--- src/sv/assert_macros.svh ---
// Assertion macros used by the top-level RTL file.
`ifndef ASSERT_MACROS_SVH
`define ASSERT_MACROS_SVH
`ifndef SYNTH
`define SAW_ASSERT(lbl, clk, rst_n, prop, msg) \
  lbl: assert property (@(posedge clk) disable iff (!rst_n) prop) else $error(msg);
`define SAW_ASSERT_ALWAYS(lbl, clk, prop, msg) \
  lbl: assert property (@(posedge clk) prop) else $error(msg);
`else
`define SAW_ASSERT(lbl, clk, rst_n, prop, msg)
`define SAW_ASSERT_ALWAYS(lbl, clk, prop, msg)
`endif
`endif

--- src/sv/sawa_pkg.sv ---
// Types and constants of the stop-and-wait ARQ endpoint.
package sawa_pkg;

  localparam int TIMER_WIDTH = 32;
  localparam int CMP_W       = (TIMER_WIDTH > 32) ? TIMER_WIDTH : 32;
  localparam int PORT_W      = 16;
  localparam int TDATA_IN_W  = 32;
  localparam int TDATA_OUT_W = 40;
  localparam int QDEPTH      = 4;
  localparam int QPTR_W      = 2;
  localparam int QCNT_W      = 3;

  localparam logic [31:0]       TIMEOUT_RESET  = 32'd1000;
  localparam logic [PORT_W-1:0] MASK_RESET     = 16'd0;
  localparam logic [PORT_W-1:0] FALLBACK_RESET = 16'd5012;

  typedef enum logic [1:0] {
    KIND_SEND = 2'd0,
    KIND_RX   = 2'd1,
    KIND_TICK = 2'd2,
    KIND_NONE = 2'd3
  } kind_e;

  typedef enum logic [2:0] {
    EV_SENT      = 3'd0,
    EV_RESENT    = 3'd1,
    EV_ACK_SENT  = 3'd2,
    EV_DELIVER   = 3'd3,
    EV_REFUSED   = 3'd4,
    EV_ACK_TAKEN = 3'd5
  } event_e;

  typedef enum logic [1:0] {
    REG_TIMEOUT  = 2'd0,
    REG_MASK     = 2'd1,
    REG_FALLBACK = 2'd2
  } reg_e;

  typedef struct packed {
    event_e            ev;
    logic [PORT_W-1:0] tx;
    logic [PORT_W-1:0] peer;
    logic              seq;
  } res_t;

  typedef struct packed {
    logic two;
    res_t r0;
    res_t r1;
  } entry_t;

  typedef struct packed {
    logic        en;
    logic [1:0]  idx;
    logic [31:0] data;
  } cfg_wr_t;

endpackage

--- src/sv/sawa_front.sv ---
// Front end: configuration registers, protocol state and result classification.
module sawa_front (
  input  logic                     clk_i,
  input  logic                     rst_ni,
  input  sawa_pkg::cfg_wr_t        cfg_i,
  input  logic                     valid_i,
  input  logic                     accept_i,
  input  sawa_pkg::kind_e          kind_i,
  input  logic [sawa_pkg::PORT_W-1:0] own_port_i,
  input  logic [sawa_pkg::PORT_W-1:0] rx_port_i,
  output logic                     push_o,
  output sawa_pkg::entry_t         entry_o
);

  logic [31:0]                      timeout_q;
  logic [sawa_pkg::PORT_W-1:0]      mask_q, fallback_q;
  logic                             awaiting_q, awaiting_d;
  logic                             nss_q, nss_d;
  logic                             exp_q, exp_d;
  logic [sawa_pkg::PORT_W-1:0]      saved_q, saved_d;
  logic                             running_q, running_d;
  logic [sawa_pkg::TIMER_WIDTH-1:0] count_q, count_d;
  logic [sawa_pkg::TIMER_WIDTH-1:0] count_inc;
  logic [sawa_pkg::PORT_W-1:0]      port_sel, peer;
  logic                             rx_ack, rx_seq;
  logic                             fire;

  assign fire      = valid_i && accept_i;
  assign rx_ack    = rx_port_i[0];
  assign rx_seq    = rx_port_i[1];
  assign peer      = {rx_port_i[sawa_pkg::PORT_W-1:2], 2'b00};
  assign port_sel  = ((own_port_i & mask_q) != '0) ? fallback_q : own_port_i;
  assign count_inc = (count_q != '1) ? count_q + 1'b1 : count_q;

  always_comb begin
    awaiting_d = awaiting_q;
    nss_d      = nss_q;
    exp_d      = exp_q;
    saved_d    = saved_q;
    running_d  = running_q;
    count_d    = count_q;
    push_o     = 1'b0;
    entry_o    = '0;
    if (fire) begin
      unique case (kind_i)
        sawa_pkg::KIND_SEND: begin
          push_o = 1'b1;
          if (awaiting_q) begin
            entry_o.r0.ev  = sawa_pkg::EV_REFUSED;
            entry_o.r0.seq = ~nss_q;
          end else begin
            entry_o.r0.ev  = sawa_pkg::EV_SENT;
            entry_o.r0.tx  = port_sel + {14'd0, nss_q, 1'b0};
            entry_o.r0.seq = nss_q;
            saved_d    = port_sel;
            nss_d      = ~nss_q;
            awaiting_d = 1'b1;
            running_d  = 1'b1;
            count_d    = '0;
          end
        end
        sawa_pkg::KIND_RX: begin
          if (rx_ack) begin
            if (rx_seq == ~nss_q) begin
              push_o          = 1'b1;
              entry_o.r0.ev   = sawa_pkg::EV_ACK_TAKEN;
              entry_o.r0.peer = peer;
              entry_o.r0.seq  = rx_seq;
              awaiting_d = 1'b0;
              running_d  = 1'b0;
              count_d    = '0;
            end
          end else begin
            push_o = 1'b1;
            if (rx_seq == exp_q) begin
              exp_d           = ~rx_seq;
              entry_o.two     = 1'b1;
              entry_o.r0.ev   = sawa_pkg::EV_DELIVER;
              entry_o.r0.peer = peer;
              entry_o.r0.seq  = rx_seq;
              entry_o.r1.ev   = sawa_pkg::EV_ACK_SENT;
              entry_o.r1.tx   = own_port_i + {14'd0, rx_seq, 1'b1};
              entry_o.r1.peer = peer;
              entry_o.r1.seq  = rx_seq;
            end else begin
              entry_o.r0.ev   = sawa_pkg::EV_ACK_SENT;
              entry_o.r0.tx   = own_port_i + {14'd0, rx_seq, 1'b1};
              entry_o.r0.peer = peer;
              entry_o.r0.seq  = rx_seq;
            end
          end
        end
        sawa_pkg::KIND_TICK: begin
          if (running_q) begin
            if (sawa_pkg::CMP_W'(count_inc) >= sawa_pkg::CMP_W'(timeout_q)) begin
              count_d        = '0;
              push_o         = 1'b1;
              entry_o.r0.ev  = sawa_pkg::EV_RESENT;
              entry_o.r0.tx  = saved_q + {14'd0, ~nss_q, 1'b0};
              entry_o.r0.seq = ~nss_q;
            end else begin
              count_d = count_inc;
            end
          end
        end
        default: ;
      endcase
    end
  end

  always_ff @(posedge clk_i or negedge rst_ni) begin
    if (!rst_ni) begin
      timeout_q  <= sawa_pkg::TIMEOUT_RESET;
      mask_q     <= sawa_pkg::MASK_RESET;
      fallback_q <= sawa_pkg::FALLBACK_RESET;
      awaiting_q <= 1'b0;
      nss_q      <= 1'b0;
      exp_q      <= 1'b0;
      saved_q    <= '0;
      running_q  <= 1'b0;
      count_q    <= '0;
    end else begin
      awaiting_q <= awaiting_d;
      nss_q      <= nss_d;
      exp_q      <= exp_d;
      saved_q    <= saved_d;
      running_q  <= running_d;
      count_q    <= count_d;
      if (cfg_i.en) begin
        unique case (cfg_i.idx)
          sawa_pkg::REG_TIMEOUT:  timeout_q  <= cfg_i.data;
          sawa_pkg::REG_MASK:     mask_q     <= cfg_i.data[sawa_pkg::PORT_W-1:0];
          sawa_pkg::REG_FALLBACK: fallback_q <= cfg_i.data[sawa_pkg::PORT_W-1:0];
          default: ;
        endcase
      end
    end
  end

endmodule

--- src/sv/sawa_queue.sv ---
// Small result queue between the front end and the output stage.
module sawa_queue (
  input  logic                        clk_i,
  input  logic                        rst_ni,
  input  logic                        push_i,
  input  sawa_pkg::entry_t            entry_i,
  input  logic                        pop_i,
  output sawa_pkg::entry_t            head_o,
  output logic                        empty_o,
  output logic                        full_o,
  output logic [sawa_pkg::QCNT_W-1:0] count_o
);

  sawa_pkg::entry_t                  mem_q [sawa_pkg::QDEPTH];
  logic [sawa_pkg::QPTR_W-1:0]       wptr_q, rptr_q;
  logic [sawa_pkg::QCNT_W-1:0]       cnt_q;
  logic                              do_push, do_pop;

  assign empty_o = (cnt_q == '0);
  assign full_o  = (cnt_q == sawa_pkg::QCNT_W'(sawa_pkg::QDEPTH));
  assign count_o = cnt_q;
  assign head_o  = mem_q[rptr_q];
  assign do_push = push_i && !full_o;
  assign do_pop  = pop_i && !empty_o;

  always_ff @(posedge clk_i) begin
    if (do_push) begin
      mem_q[wptr_q] <= entry_i;
    end
  end

  always_ff @(posedge clk_i or negedge rst_ni) begin
    if (!rst_ni) begin
      wptr_q <= '0;
      rptr_q <= '0;
      cnt_q  <= '0;
    end else begin
      if (do_push) begin
        wptr_q <= wptr_q + 1'b1;
      end
      if (do_pop) begin
        rptr_q <= rptr_q + 1'b1;
      end
      unique case ({do_push, do_pop})
        2'b10:   cnt_q <= cnt_q + 1'b1;
        2'b01:   cnt_q <= cnt_q - 1'b1;
        default: cnt_q <= cnt_q;
      endcase
    end
  end

endmodule

--- src/sv/sawa_back.sv ---
// Output stage: splits queued entries into result words with last marking.
module sawa_back (
  input  logic             clk_i,
  input  logic             rst_ni,
  input  sawa_pkg::entry_t head_i,
  input  logic             empty_i,
  output logic             pop_o,
  input  logic             ready_i,
  output logic             valid_o,
  output sawa_pkg::res_t   res_o,
  output logic             last_o,
  output logic             sec_pending_o
);

  logic             valid_q;
  sawa_pkg::res_t   res_q;
  logic             last_q;
  logic             sec_valid_q;
  sawa_pkg::res_t   sec_q;
  logic             load;

  assign load          = !valid_q || ready_i;
  assign pop_o         = load && !sec_valid_q && !empty_i;
  assign valid_o       = valid_q;
  assign res_o         = res_q;
  assign last_o        = last_q;
  assign sec_pending_o = sec_valid_q;

  always_ff @(posedge clk_i) begin
    if (load) begin
      if (sec_valid_q) begin
        res_q  <= sec_q;
        last_q <= 1'b1;
      end else begin
        res_q  <= head_i.r0;
        last_q <= !head_i.two;
        sec_q  <= head_i.r1;
      end
    end
  end

  always_ff @(posedge clk_i or negedge rst_ni) begin
    if (!rst_ni) begin
      valid_q     <= 1'b0;
      sec_valid_q <= 1'b0;
    end else if (load) begin
      if (sec_valid_q) begin
        valid_q     <= 1'b1;
        sec_valid_q <= 1'b0;
      end else begin
        valid_q     <= !empty_i;
        sec_valid_q <= !empty_i && head_i.two;
      end
    end
  end

endmodule

--- src/sv/stop_and_wait_arq_endpoint.sv ---
// Top level of the stop-and-wait ARQ endpoint.
// Accepts one event word per cycle while the 4-entry result queue has room;
// the front end updates the protocol state and timer in the cycle the word is
// taken. Results leave one word per cycle from the output register while the
// receiver is ready, so an event that yields two results (deliver plus ack)
// leaves as two words. Each result passes the queue and then the output register.
// Config writes are always ready and take effect on the next cycle.
`include "assert_macros.svh"

module stop_and_wait_arq_endpoint (
  input  logic                             clk_i,
  input  logic                             rst_ni,
  input  logic                             s_axis_tvalid_i,
  output logic                             s_axis_tready_o,
  // [15:0] own_port, [31:16] rx_port
  input  logic [sawa_pkg::TDATA_IN_W-1:0]  s_axis_tdata_i,
  // [1:0] kind
  input  logic [1:0]                       s_axis_tuser_i,
  output logic                             m_axis_tvalid_o,
  input  logic                             m_axis_tready_i,
  // [15:0] tx_port, [31:16] peer_port, [32] seq_bit, [39:33] zero
  output logic [sawa_pkg::TDATA_OUT_W-1:0] m_axis_tdata_o,
  // [2:0] event_res
  output logic [2:0]                       m_axis_tuser_o,
  output logic                             m_axis_tlast_o,
  input  logic                             cfg_valid_i,
  output logic                             cfg_ready_o,
  input  logic [1:0]                       cfg_index_i,
  input  logic [31:0]                      cfg_data_i
);

  sawa_pkg::cfg_wr_t                 cfg;
  logic                              q_push, q_full, q_pop, q_empty;
  sawa_pkg::entry_t                  push_entry, head;
  sawa_pkg::res_t                    res;
  logic [sawa_pkg::QCNT_W-1:0]       q_count;
  logic                              sec_pending;

  assign cfg_ready_o     = 1'b1;
  assign cfg             = {cfg_valid_i, cfg_index_i, cfg_data_i};
  assign s_axis_tready_o = !q_full;

  sawa_front u_front (
    .clk_i        (clk_i),
    .rst_ni       (rst_ni),
    .cfg_i        (cfg),
    .valid_i      (s_axis_tvalid_i),
    .accept_i     (s_axis_tready_o),
    .kind_i       (sawa_pkg::kind_e'(s_axis_tuser_i)),
    .own_port_i   (s_axis_tdata_i[15:0]),
    .rx_port_i    (s_axis_tdata_i[31:16]),
    .push_o       (q_push),
    .entry_o      (push_entry)
  );

  sawa_queue u_queue (
    .clk_i   (clk_i),
    .rst_ni  (rst_ni),
    .push_i  (q_push),
    .entry_i (push_entry),
    .pop_i   (q_pop),
    .head_o  (head),
    .empty_o (q_empty),
    .full_o  (q_full),
    .count_o (q_count)
  );

  sawa_back u_back (
    .clk_i         (clk_i),
    .rst_ni        (rst_ni),
    .head_i        (head),
    .empty_i       (q_empty),
    .pop_o         (q_pop),
    .ready_i       (m_axis_tready_i),
    .valid_o       (m_axis_tvalid_o),
    .res_o         (res),
    .last_o        (m_axis_tlast_o),
    .sec_pending_o (sec_pending)
  );

  assign m_axis_tdata_o = {7'd0, res.seq, res.peer, res.tx};
  assign m_axis_tuser_o = res.ev;

  `SAW_ASSERT(a_q_bound, clk_i, rst_ni, q_count <= sawa_pkg::QCNT_W'(sawa_pkg::QDEPTH), "queue count out of range")
  `SAW_ASSERT(a_sec_hold, clk_i, rst_ni, sec_pending |-> (m_axis_tvalid_o && !m_axis_tlast_o), "second result pending without first shown")
  `SAW_ASSERT(a_deliver_first, clk_i, rst_ni, (m_axis_tvalid_o && !m_axis_tlast_o) |-> (res.ev == sawa_pkg::EV_DELIVER), "non-final result is not a deliver")
  `SAW_ASSERT(a_ready_full, clk_i, rst_ni, !s_axis_tready_o |-> (q_count == sawa_pkg::QCNT_W'(sawa_pkg::QDEPTH) && m_axis_tvalid_o), "input stalled with room left")

endmodule

--- config.mk ---
export PLATFORM = sky130hd
export DESIGN_NAME = stop_and_wait_arq_endpoint
export DESIGN_NICKNAME = d
export VERILOG_FILES = /design/src/sv/sawa_pkg.sv /design/src/sv/sawa_front.sv /design/src/sv/sawa_queue.sv /design/src/sv/sawa_back.sv /design/src/sv/stop_and_wait_arq_endpoint.sv
export VERILOG_INCLUDE_DIRS = /design/src /design/src/sv
export SDC_FILE = /design/constraint.sdc
export NUM_CORES = 1
export LEC_CHECK = 0
export BUFFER_PORTS_ARGS = -buffer_cell sky130_fd_sc_hd__clkbuf_2
export CAP_MARGIN = 5
export CORE_MARGIN = 5
export CORE_UTILIZATION = 25
export CTS_BUF_LIST = sky130_fd_sc_hd__clkbuf_4 sky130_fd_sc_hd__clkbuf_8 sky130_fd_sc_hd__clkbuf_16
export CTS_CLUSTER_DIAMETER = 30
export CTS_CLUSTER_SIZE = 40
export DETAILED_ROUTE_END_ITERATION = 8
export SLEW_MARGIN = 15
export SYNTH_ARGS = -nofsm -noshare
export SYNTH_HDL_FRONTEND = slang
export SYNTH_SLANG_ARGS = --single-unit
--- constraint.sdc ---
create_clock -name clk_i -period 14 [get_ports clk_i]
set_clock_uncertainty 0.1 [all_clocks]
set_input_delay 2.1 -clock clk_i [delete_from_list [all_inputs] [get_ports clk_i]]
set_output_delay 2.1 -clock clk_i [all_outputs]
set_load 0.1 [all_outputs]
==> flow_metrics.env, run 1 <==
export IMPL_cts_setup_buffers=0
export IMPL_drv_cap=0
export IMPL_p_leak_nw=9.35
export IMPL_layout_drive_gt1_share_pct=28.2
export IMPL_netlist_instances=1407
export IMPL_synthTopCellsByArea="edfxtp_1, dfrtp_1, mux4_2"
export IMPL_cts_clk_slew_worst_paths_ns=0.05
export IMPL_critPathSlowestCell="buf_4"
export IMPL_nets=1680
export IMPL_clockPowerShare_pct=41.2
export IMPL_hpwl_mm=31.7
export IMPL_p_per_area_mw_per_mm2=213
export IMPL_cp_buffers_inverters=2
export IMPL_async_flop_share_pct=27.4
export IMPL_antenna_found_initial=4
export IMPL_cts_sinks=456
export IMPL_die_area_mm2=0.0872
export IMPL_synth_edf_count=331
export IMPL_finalHoldViolCount=0
export IMPL_p_sw_w=0.00174
export IMPL_seq_power_share_pct=36.1
export IMPL_ys_seq_area_share_pct=64.3
export IMPL_avgSynthCellArea_um2=14.5
export IMPL_wirelength_mm=48.5
export IMPL_final_common_cell="edfxtp_1"
export IMPL_io_pins=120
export IMPL_yosysTopAreaCell="edfxtp_1"
export IMPL_fin_area_mm2=0.0254
export IMPL_maxSlewViolCount=0
export IMPL_dr_pass1_iters=7
export IMPL_worstPathArrival_ns=6.02
export IMPL_htreeDepth=3
export IMPL_period_minus_slack_ns=5.90
export IMPL_synthFlopType="edfxtp_1"
export IMPL_syn2layout_area_growth_pct=24.7
export IMPL_setup_worst_path_start_class="flop"
export IMPL_tritoncts="done"
export IMPL_place_congestion=0.789
export IMPL_critPathTopFamily="simple AND/OR/NAND/NOR gates"
export IMPL_die_w_um=295
export IMPL_grt_pass1_wl_mm=75.3
export IMPL_placed_area_mm2=0.0221
export IMPL_io_buffers=109
export IMPL_drc=0
export IMPL_criticalPathCategory="reg -> reg"
export IMPL_core_area_mm2=0.0807
export IMPL_critPathMaxFanout=66
export IMPL_relSlewSlack_pct=29.6
export IMPL_cts_resized=0
export IMPL_cts_buffer_depth=3
export IMPL_combPwrFrac_pct=22.7
export IMPL_yosys_area_top_type_share_pct=48.8
export IMPL_setup_tns_ns=0
export IMPL_worstPathCellList="ha_1 -> nand3_1 -> nor4_4 -> and4_1 -> nor2_2 -> nand3_1 -> xnor2_1 -> ha_1 -> a21oi_1 -> o21ai_0 -> a41oi_1 -> o41ai_1 -> a21o_1 -> a31oi_1 -> buf_4 -> nor2b_4 -> buf_4"
export IMPL_netSwitchingFraction_pct=32.2
export IMPL_netlist_area_mm2=0.0204
export IMPL_grt_max_degree=67
export IMPL_ff2ff_path_depth=17
export IMPL_critPathMaxStageDelay_ns=0.80
export IMPL_worstHoldPathType="reg -> reg"
export IMPL_first_iter_violations=907
export IMPL_tightest_slew_ns=1.06
export IMPL_num_vias=12200
export IMPL_vias_per_cell=4.52
export IMPL_holdPathStages=2
export IMPL_grt_pass1_vias=12700
export IMPL_cts_hold_buf=0
export IMPL_max_freq_mhz=170
export IMPL_setup_viol=0
export IMPL_wl_per_cell_um=18.0
export IMPL_root_buffer="clkbuf_16"
export IMPL_grt_remaining_overflow=0
export IMPL_rsz0062_at_grt="false"
export IMPL_p_int_w=0.00367
export IMPL_finalCritPeriodShare_pct=42.1
export IMPL_end_kind="flop"
export IMPL_grt_use_total_pct=11.1
export IMPL_cts_made_buffers=95
export IMPL_synth_ff_latch_count=456
export IMPL_ant_nets=0
export IMPL_status="finished clean"
export IMPL_cp_required_ns=14.12
export IMPL_initial_core_util_pct=25.2
export IMPL_synth_warnings=0
export IMPL_mostFrequentLayoutCells="edfxtp_1, nand2_1, dfrtp_1, clkbuf_2, clkbuf_16"
export IMPL_synthDistinctLibCells=54
export IMPL_die_h_um=295
export IMPL_clock_latency_ns=0.64
export IMPL_antenna_cells=0
export IMPL_path_depth=17
export IMPL_core_rowCount=104
export IMPL_ir_worst_vdd_mv=0.102
flip-flops by register name, summed over array words and instances, names as in the netlist:
name / count
u_front.awaiting_q: 1
u_queue.rptr_q: 2
u_front.fallback_q: 16
u_front.nss_q: 1
u_back.sec_q: 32
u_back.sec_pending_o: 1
u_front.timeout_q: 32
u_queue.mem_q: 264
u_front.running_q: 1
u_front.count_q: 32
u_back.last_o: 1
u_queue.count_o: 3
u_queue.wptr_q: 2
u_front.exp_q: 1
u_front.saved_q: 16
u_back.res_o: 34
u_back.valid_o: 1
u_front.mask_q: 16
power groups by stage:
stage / clock, W / sequential [W] / combinational, W
3_3_place_gp: 0 / 0.00197 / 0.00123
3_5_place_dp: 0 / 0.00198 / 0.00124
4_1_cts: 0.00228 / 0.00196 / 0.00125
5_1_grt: 0.00236 / 0.00199 / 0.00132
2_1_floorplan: 0 / 0.00222 / 0.000658
6_report: 0.00223 / 0.00195 / 0.00123
routing by layer:
layer  part of all wire, %  global-route usage [%]  wire (µm)  vias to the layer above
met5                 0.023                       0         11                        -
met4                   1.8                    2.74        879                        2
met3                   5.8                    2.91       2820                       81
met2                    47                    17.8      22900                      350
met1                    45                    15.0      21900                     6141
li1                      -                       -          -                     5619
cell families (layout without fill, tap and decap cells):
| logic type | Yosys count | after routing | synth area share [%] |
|---|---|---|---|
| AOI/OAI and AO/OA | 184 | 184 | 5.65 |
| muxes | 158 | 158 | 12.3 |
| xor gates and xnor gates | 88 | 88 | 3.79 |
| DFF | 456 | 456 | 64.3 |
| buffers and inverters | 128 | 353 | 2.67 |
| other | 2 | 10 | 0.0369 |
| and+or+nand+nor | 344 | 344 | 8.37 |
| adders and majority gates | 47 | 47 | 2.96 |
synthesized netlist by cell type, types with 38 or more instances:
cell type and instances:
edfxtp_1 331, nand2_1 122, dfrtp_1 113, mux2_2 69, mux4_2 66, o21ai_0 64, nor2_1 56, inv_1 50
clkbuf_1 47, xnor2_1 46, ha_1 45, xor2_1 42, nand3_1 41, and2_1 38
cell type report:
class	instances	area [µm²]
Clock buffer	108	2550
Tap cell	1060	1330
Fill cell	7939	55300
Timing Repair Buffer	126	676
Clock inverter	69	738
Inverter	50	188
Sequential cell	456	13100
Multi-Input combinational cell	831	6820
through the flow:
| step | worst slack, ns | total power, W | hold WS, ns | utilization, % | instances |
|---|---|---|---|---|---|
| finish | 8.10 | 0.00541 | 0.394 | 31.5 | 2700 |
| global route | 7.65 | 0.00566 | 0.405 | 31.5 | 2700 |
| CTS | 8.03 | 0.00549 | 0.389 | 31.5 | 2700 |
| detailed placement | 8.09 | 0.00322 | 0.377 | 27.4 | 2523 |
| global placement | 8.20 | 0.00320 | 0.369 | 27.4 | 2523 |
| floorplan | 7.31 | 0.00288 | 0.350 | - | 1415 |
path summary, 6_finish.rpt:
check / startpoint / to / slack (ns)
hold reg to reg: u_front.saved_q[0] / u_front.saved_q[0] / 0.39
min in group asynchronous: rst_ni / u_front.timeout_q[0] / 1.50
setup reg to reg: u_front.count_q[0] / u_queue.mem_q[0][15] / 8.10
max in group asynchronous: rst_ni / u_front.count_q[17] / 10.93
hold / removal: u_front.saved_q[0] / u_front.saved_q[0] / 0.39
setup / recovery: u_front.count_q[0] / u_queue.mem_q[0][15] / 8.10
worst reg2reg max path: cells and delay by family (launching register included):
kind / cells / cell delay [ns]
flip-flops: 1 / 0.44
buffers and inverters: 2 / 1.01
AND/OR/NAND/NOR: 6 / 1.65
adder cells (fa/ha/maj): 2 / 0.53
AO/OA/AOI/OAI: 6 / 1.61
XOR/XNOR: 1 / 0.10
(Power assumes the default switching activity.)
==> inputs of run 2 (changes only) <==
Clock period 14 ns to 5.75 ns, I/O delays scaled along.
==> flow_metrics.env, run 2 (synthesized netlist as in run 1, its figures left out) <==
export IMPL_period_minus_slack_ns=5.14
export IMPL_final_common_cell="edfxtp_1"
export IMPL_antenna_found_initial=3
export IMPL_seq_power_share_pct=35.8
export IMPL_cts_clk_slew_worst_paths_ns=0.04
export IMPL_ir_worst_vdd_mv=0.242
export IMPL_tightest_slew_ns=1.10
export IMPL_finalCritPeriodShare_pct=89.4
export IMPL_criticalPathCategory="reg -> reg"
export IMPL_cp_required_ns=6.18
export IMPL_largest_reg_flops=264
export IMPL_cts_sinks=456
export IMPL_root_buffer="clkbuf_16"
export IMPL_wl_per_cell_um=17.8
export IMPL_grt_pass1_vias=12600
export IMPL_worstHoldPathType="in -> async"
export IMPL_relSlewSlack_pct=26.9
export IMPL_tritoncts="done"
export IMPL_grt_use_total_pct=10.9
export IMPL_io_pins=120
export IMPL_grt_max_degree=67
export IMPL_layout_drive_gt1_share_pct=28.7
export IMPL_die_h_um=295
export IMPL_dr_pass1_iters=5
export IMPL_first_iter_violations=885
export IMPL_core_rowCount=104
export IMPL_setup_worst_path_start_class="flop"
export IMPL_end_kind="flop"
export IMPL_finalHoldViolCount=0
export IMPL_drc=0
export IMPL_cts_buffer_depth=3
export IMPL_hpwl_mm=31.8
export IMPL_htreeDepth=3
export IMPL_place_congestion=0.837
export IMPL_top_register="u_queue.mem_q"
export IMPL_power_total_w=0.0132
export IMPL_netSwitchingFraction_pct=32.1
export IMPL_cts_made_buffers=98
export IMPL_clock_latency_ns=0.63
export IMPL_core_area_mm2=0.0807
export IMPL_n_fill_cell=7928
export IMPL_grt_remaining_overflow=0
export IMPL_die_w_um=295
export IMPL_status="finished clean"
export IMPL_multiInputGateArea_mm2=0.00683
export IMPL_ant_nets=0
export IMPL_reg2reg_slack_ns=0.61
export IMPL_vias_per_cell=4.45
export IMPL_io_buffers=109
export IMPL_finish_utilization_pct=31.6
export IMPL_syn2layout_area_growth_pct=25.4
export IMPL_nets=1684
export IMPL_clockPowerShare_pct=41.6
export IMPL_seqCellArea_mm2=0.0131
export IMPL_maxSlewViolCount=0
export IMPL_p_int_w=0.00898
export IMPL_p_per_area_mw_per_mm2=518
export IMPL_drv_cap=0
export IMPL_num_vias=12100
export IMPL_critPathMaxFanout=9
export IMPL_setup_tns_ns=0
export IMPL_setup_viol=0
export IMPL_p_sw_w=0.00424
export IMPL_wirelength_mm=48.1
export IMPL_die_area_mm2=0.0872
export IMPL_worstPathArrival_ns=5.57
export IMPL_initial_core_util_pct=25.2
export IMPL_mostFrequentLayoutCells="edfxtp_1, nand2_1, dfrtp_1, clkbuf_2, clkbuf_16"
export IMPL_rsz0062_at_grt="false"
export IMPL_max_freq_mhz=195
export IMPL_combPwrFrac_pct=22.6
export IMPL_p_leak_nw=9.41
export IMPL_grt_pass1_wl_mm=74.3
## run 2: cell types whose count changed in the layout (fill, tap and decap cells not counted), moves of 2 or more
cell	delta
buf_12	+4
buf_4	-3
bufinv_16	-2
clkbuf_4	+9
clkbuf_8	+4
clkinv_2	+2
clkinv_4	-8
diode_2	+2
inv_6	+2
## run 2: what timing repair did
| action | in CTS | in global routing |
|---|---|---|
| hold buffers | 0 | 0 |
| resized for setup | 0 | 1 |
| buffers inserted | 0 | 0 |
| endpoints found under the setup margin | 0 | 1 |
## run 2: worst paths after layout
kind,start,to,cells after the start
min,rst_ni,u_front.mask_q[10],1
min in group clk_i,cfg_data_i[23],u_front.timeout_q[23],3
max reg2reg,u_front.count_q[0],u_queue.count_o[2],20
max in group asynchronous,rst_ni,u_front.timeout_q[16],2
min reg2reg,u_front.saved_q[0],u_front.saved_q[0],2
max,u_front.count_q[0],u_queue.count_o[2],20
## run 2: area by class of cell
type / instances / area share (%)
timing repair buffer: 127 / 2.87
multi-input combinational: 831 / 26.8
sequential: 456 / 51.3
inverter: 50 / 0.735
clock buffer: 122 / 10.6
tap: 1060 / 5.20
antenna: 2 / 0.0196
clock inverter: 63 / 2.57
## run 2: worst max-delay path, cell delays in order (launching register included)
cell and delay, ns:
dfrtp_1 0.45, ha_1 0.23, nand3_1 0.21, nor4_4 0.50, and4_2 0.47, nor2_2 0.13
and3_4 0.20, xor2_1 0.19, ha_1 0.28, a211oi_1 0.23, o21ai_0 0.13, o211ai_1 0.10
nand3_1 0.22, a21o_1 0.25, a31oi_1 0.22, ha_1 0.23, inv_1 0.07, fa_1 0.37
xor2_1 0.17, nor2_1 0.13, xor2_1 0.17
## run 2: per-stage QoR
step	cells	hold slack, ns	instance area (µm²)	setup slack, ns
3_5_place_dp	2524	0.371	22200	0.507
2_1_floorplan	1415	0.350	20400	-0.944
6_report	2711	0.131	25500	0.611
5_1_grt	2710	0.154	25500	0.108
3_3_place_gp	2524	0.367	22200	0.663
4_1_cts	2709	0.114	25500	0.435
## run 2: power groups by stage
stage               combinational, W  clock, W  sequential [W]
floorplan                    0.00160         0         0.00541
global placement             0.00300         0         0.00479
detailed placement           0.00302         0         0.00481
CTS                          0.00304   0.00562         0.00476
global route                 0.00320   0.00578         0.00483
finish                       0.00299   0.00550         0.00474
## run 2: per-layer routing
layer / up-vias / GRT usage [%] / routed length (µm) / part of all wire [%]
met5: - / 0 / 8 / 0.017
met4: 2 / 3.34 / 983 / 2.0
met3: 86 / 3.03 / 2590 / 5.4
met2: 316 / 17.2 / 22600 / 47
met1: 6033 / 14.8 / 22000 / 46
li1: 5639 / - / - / -
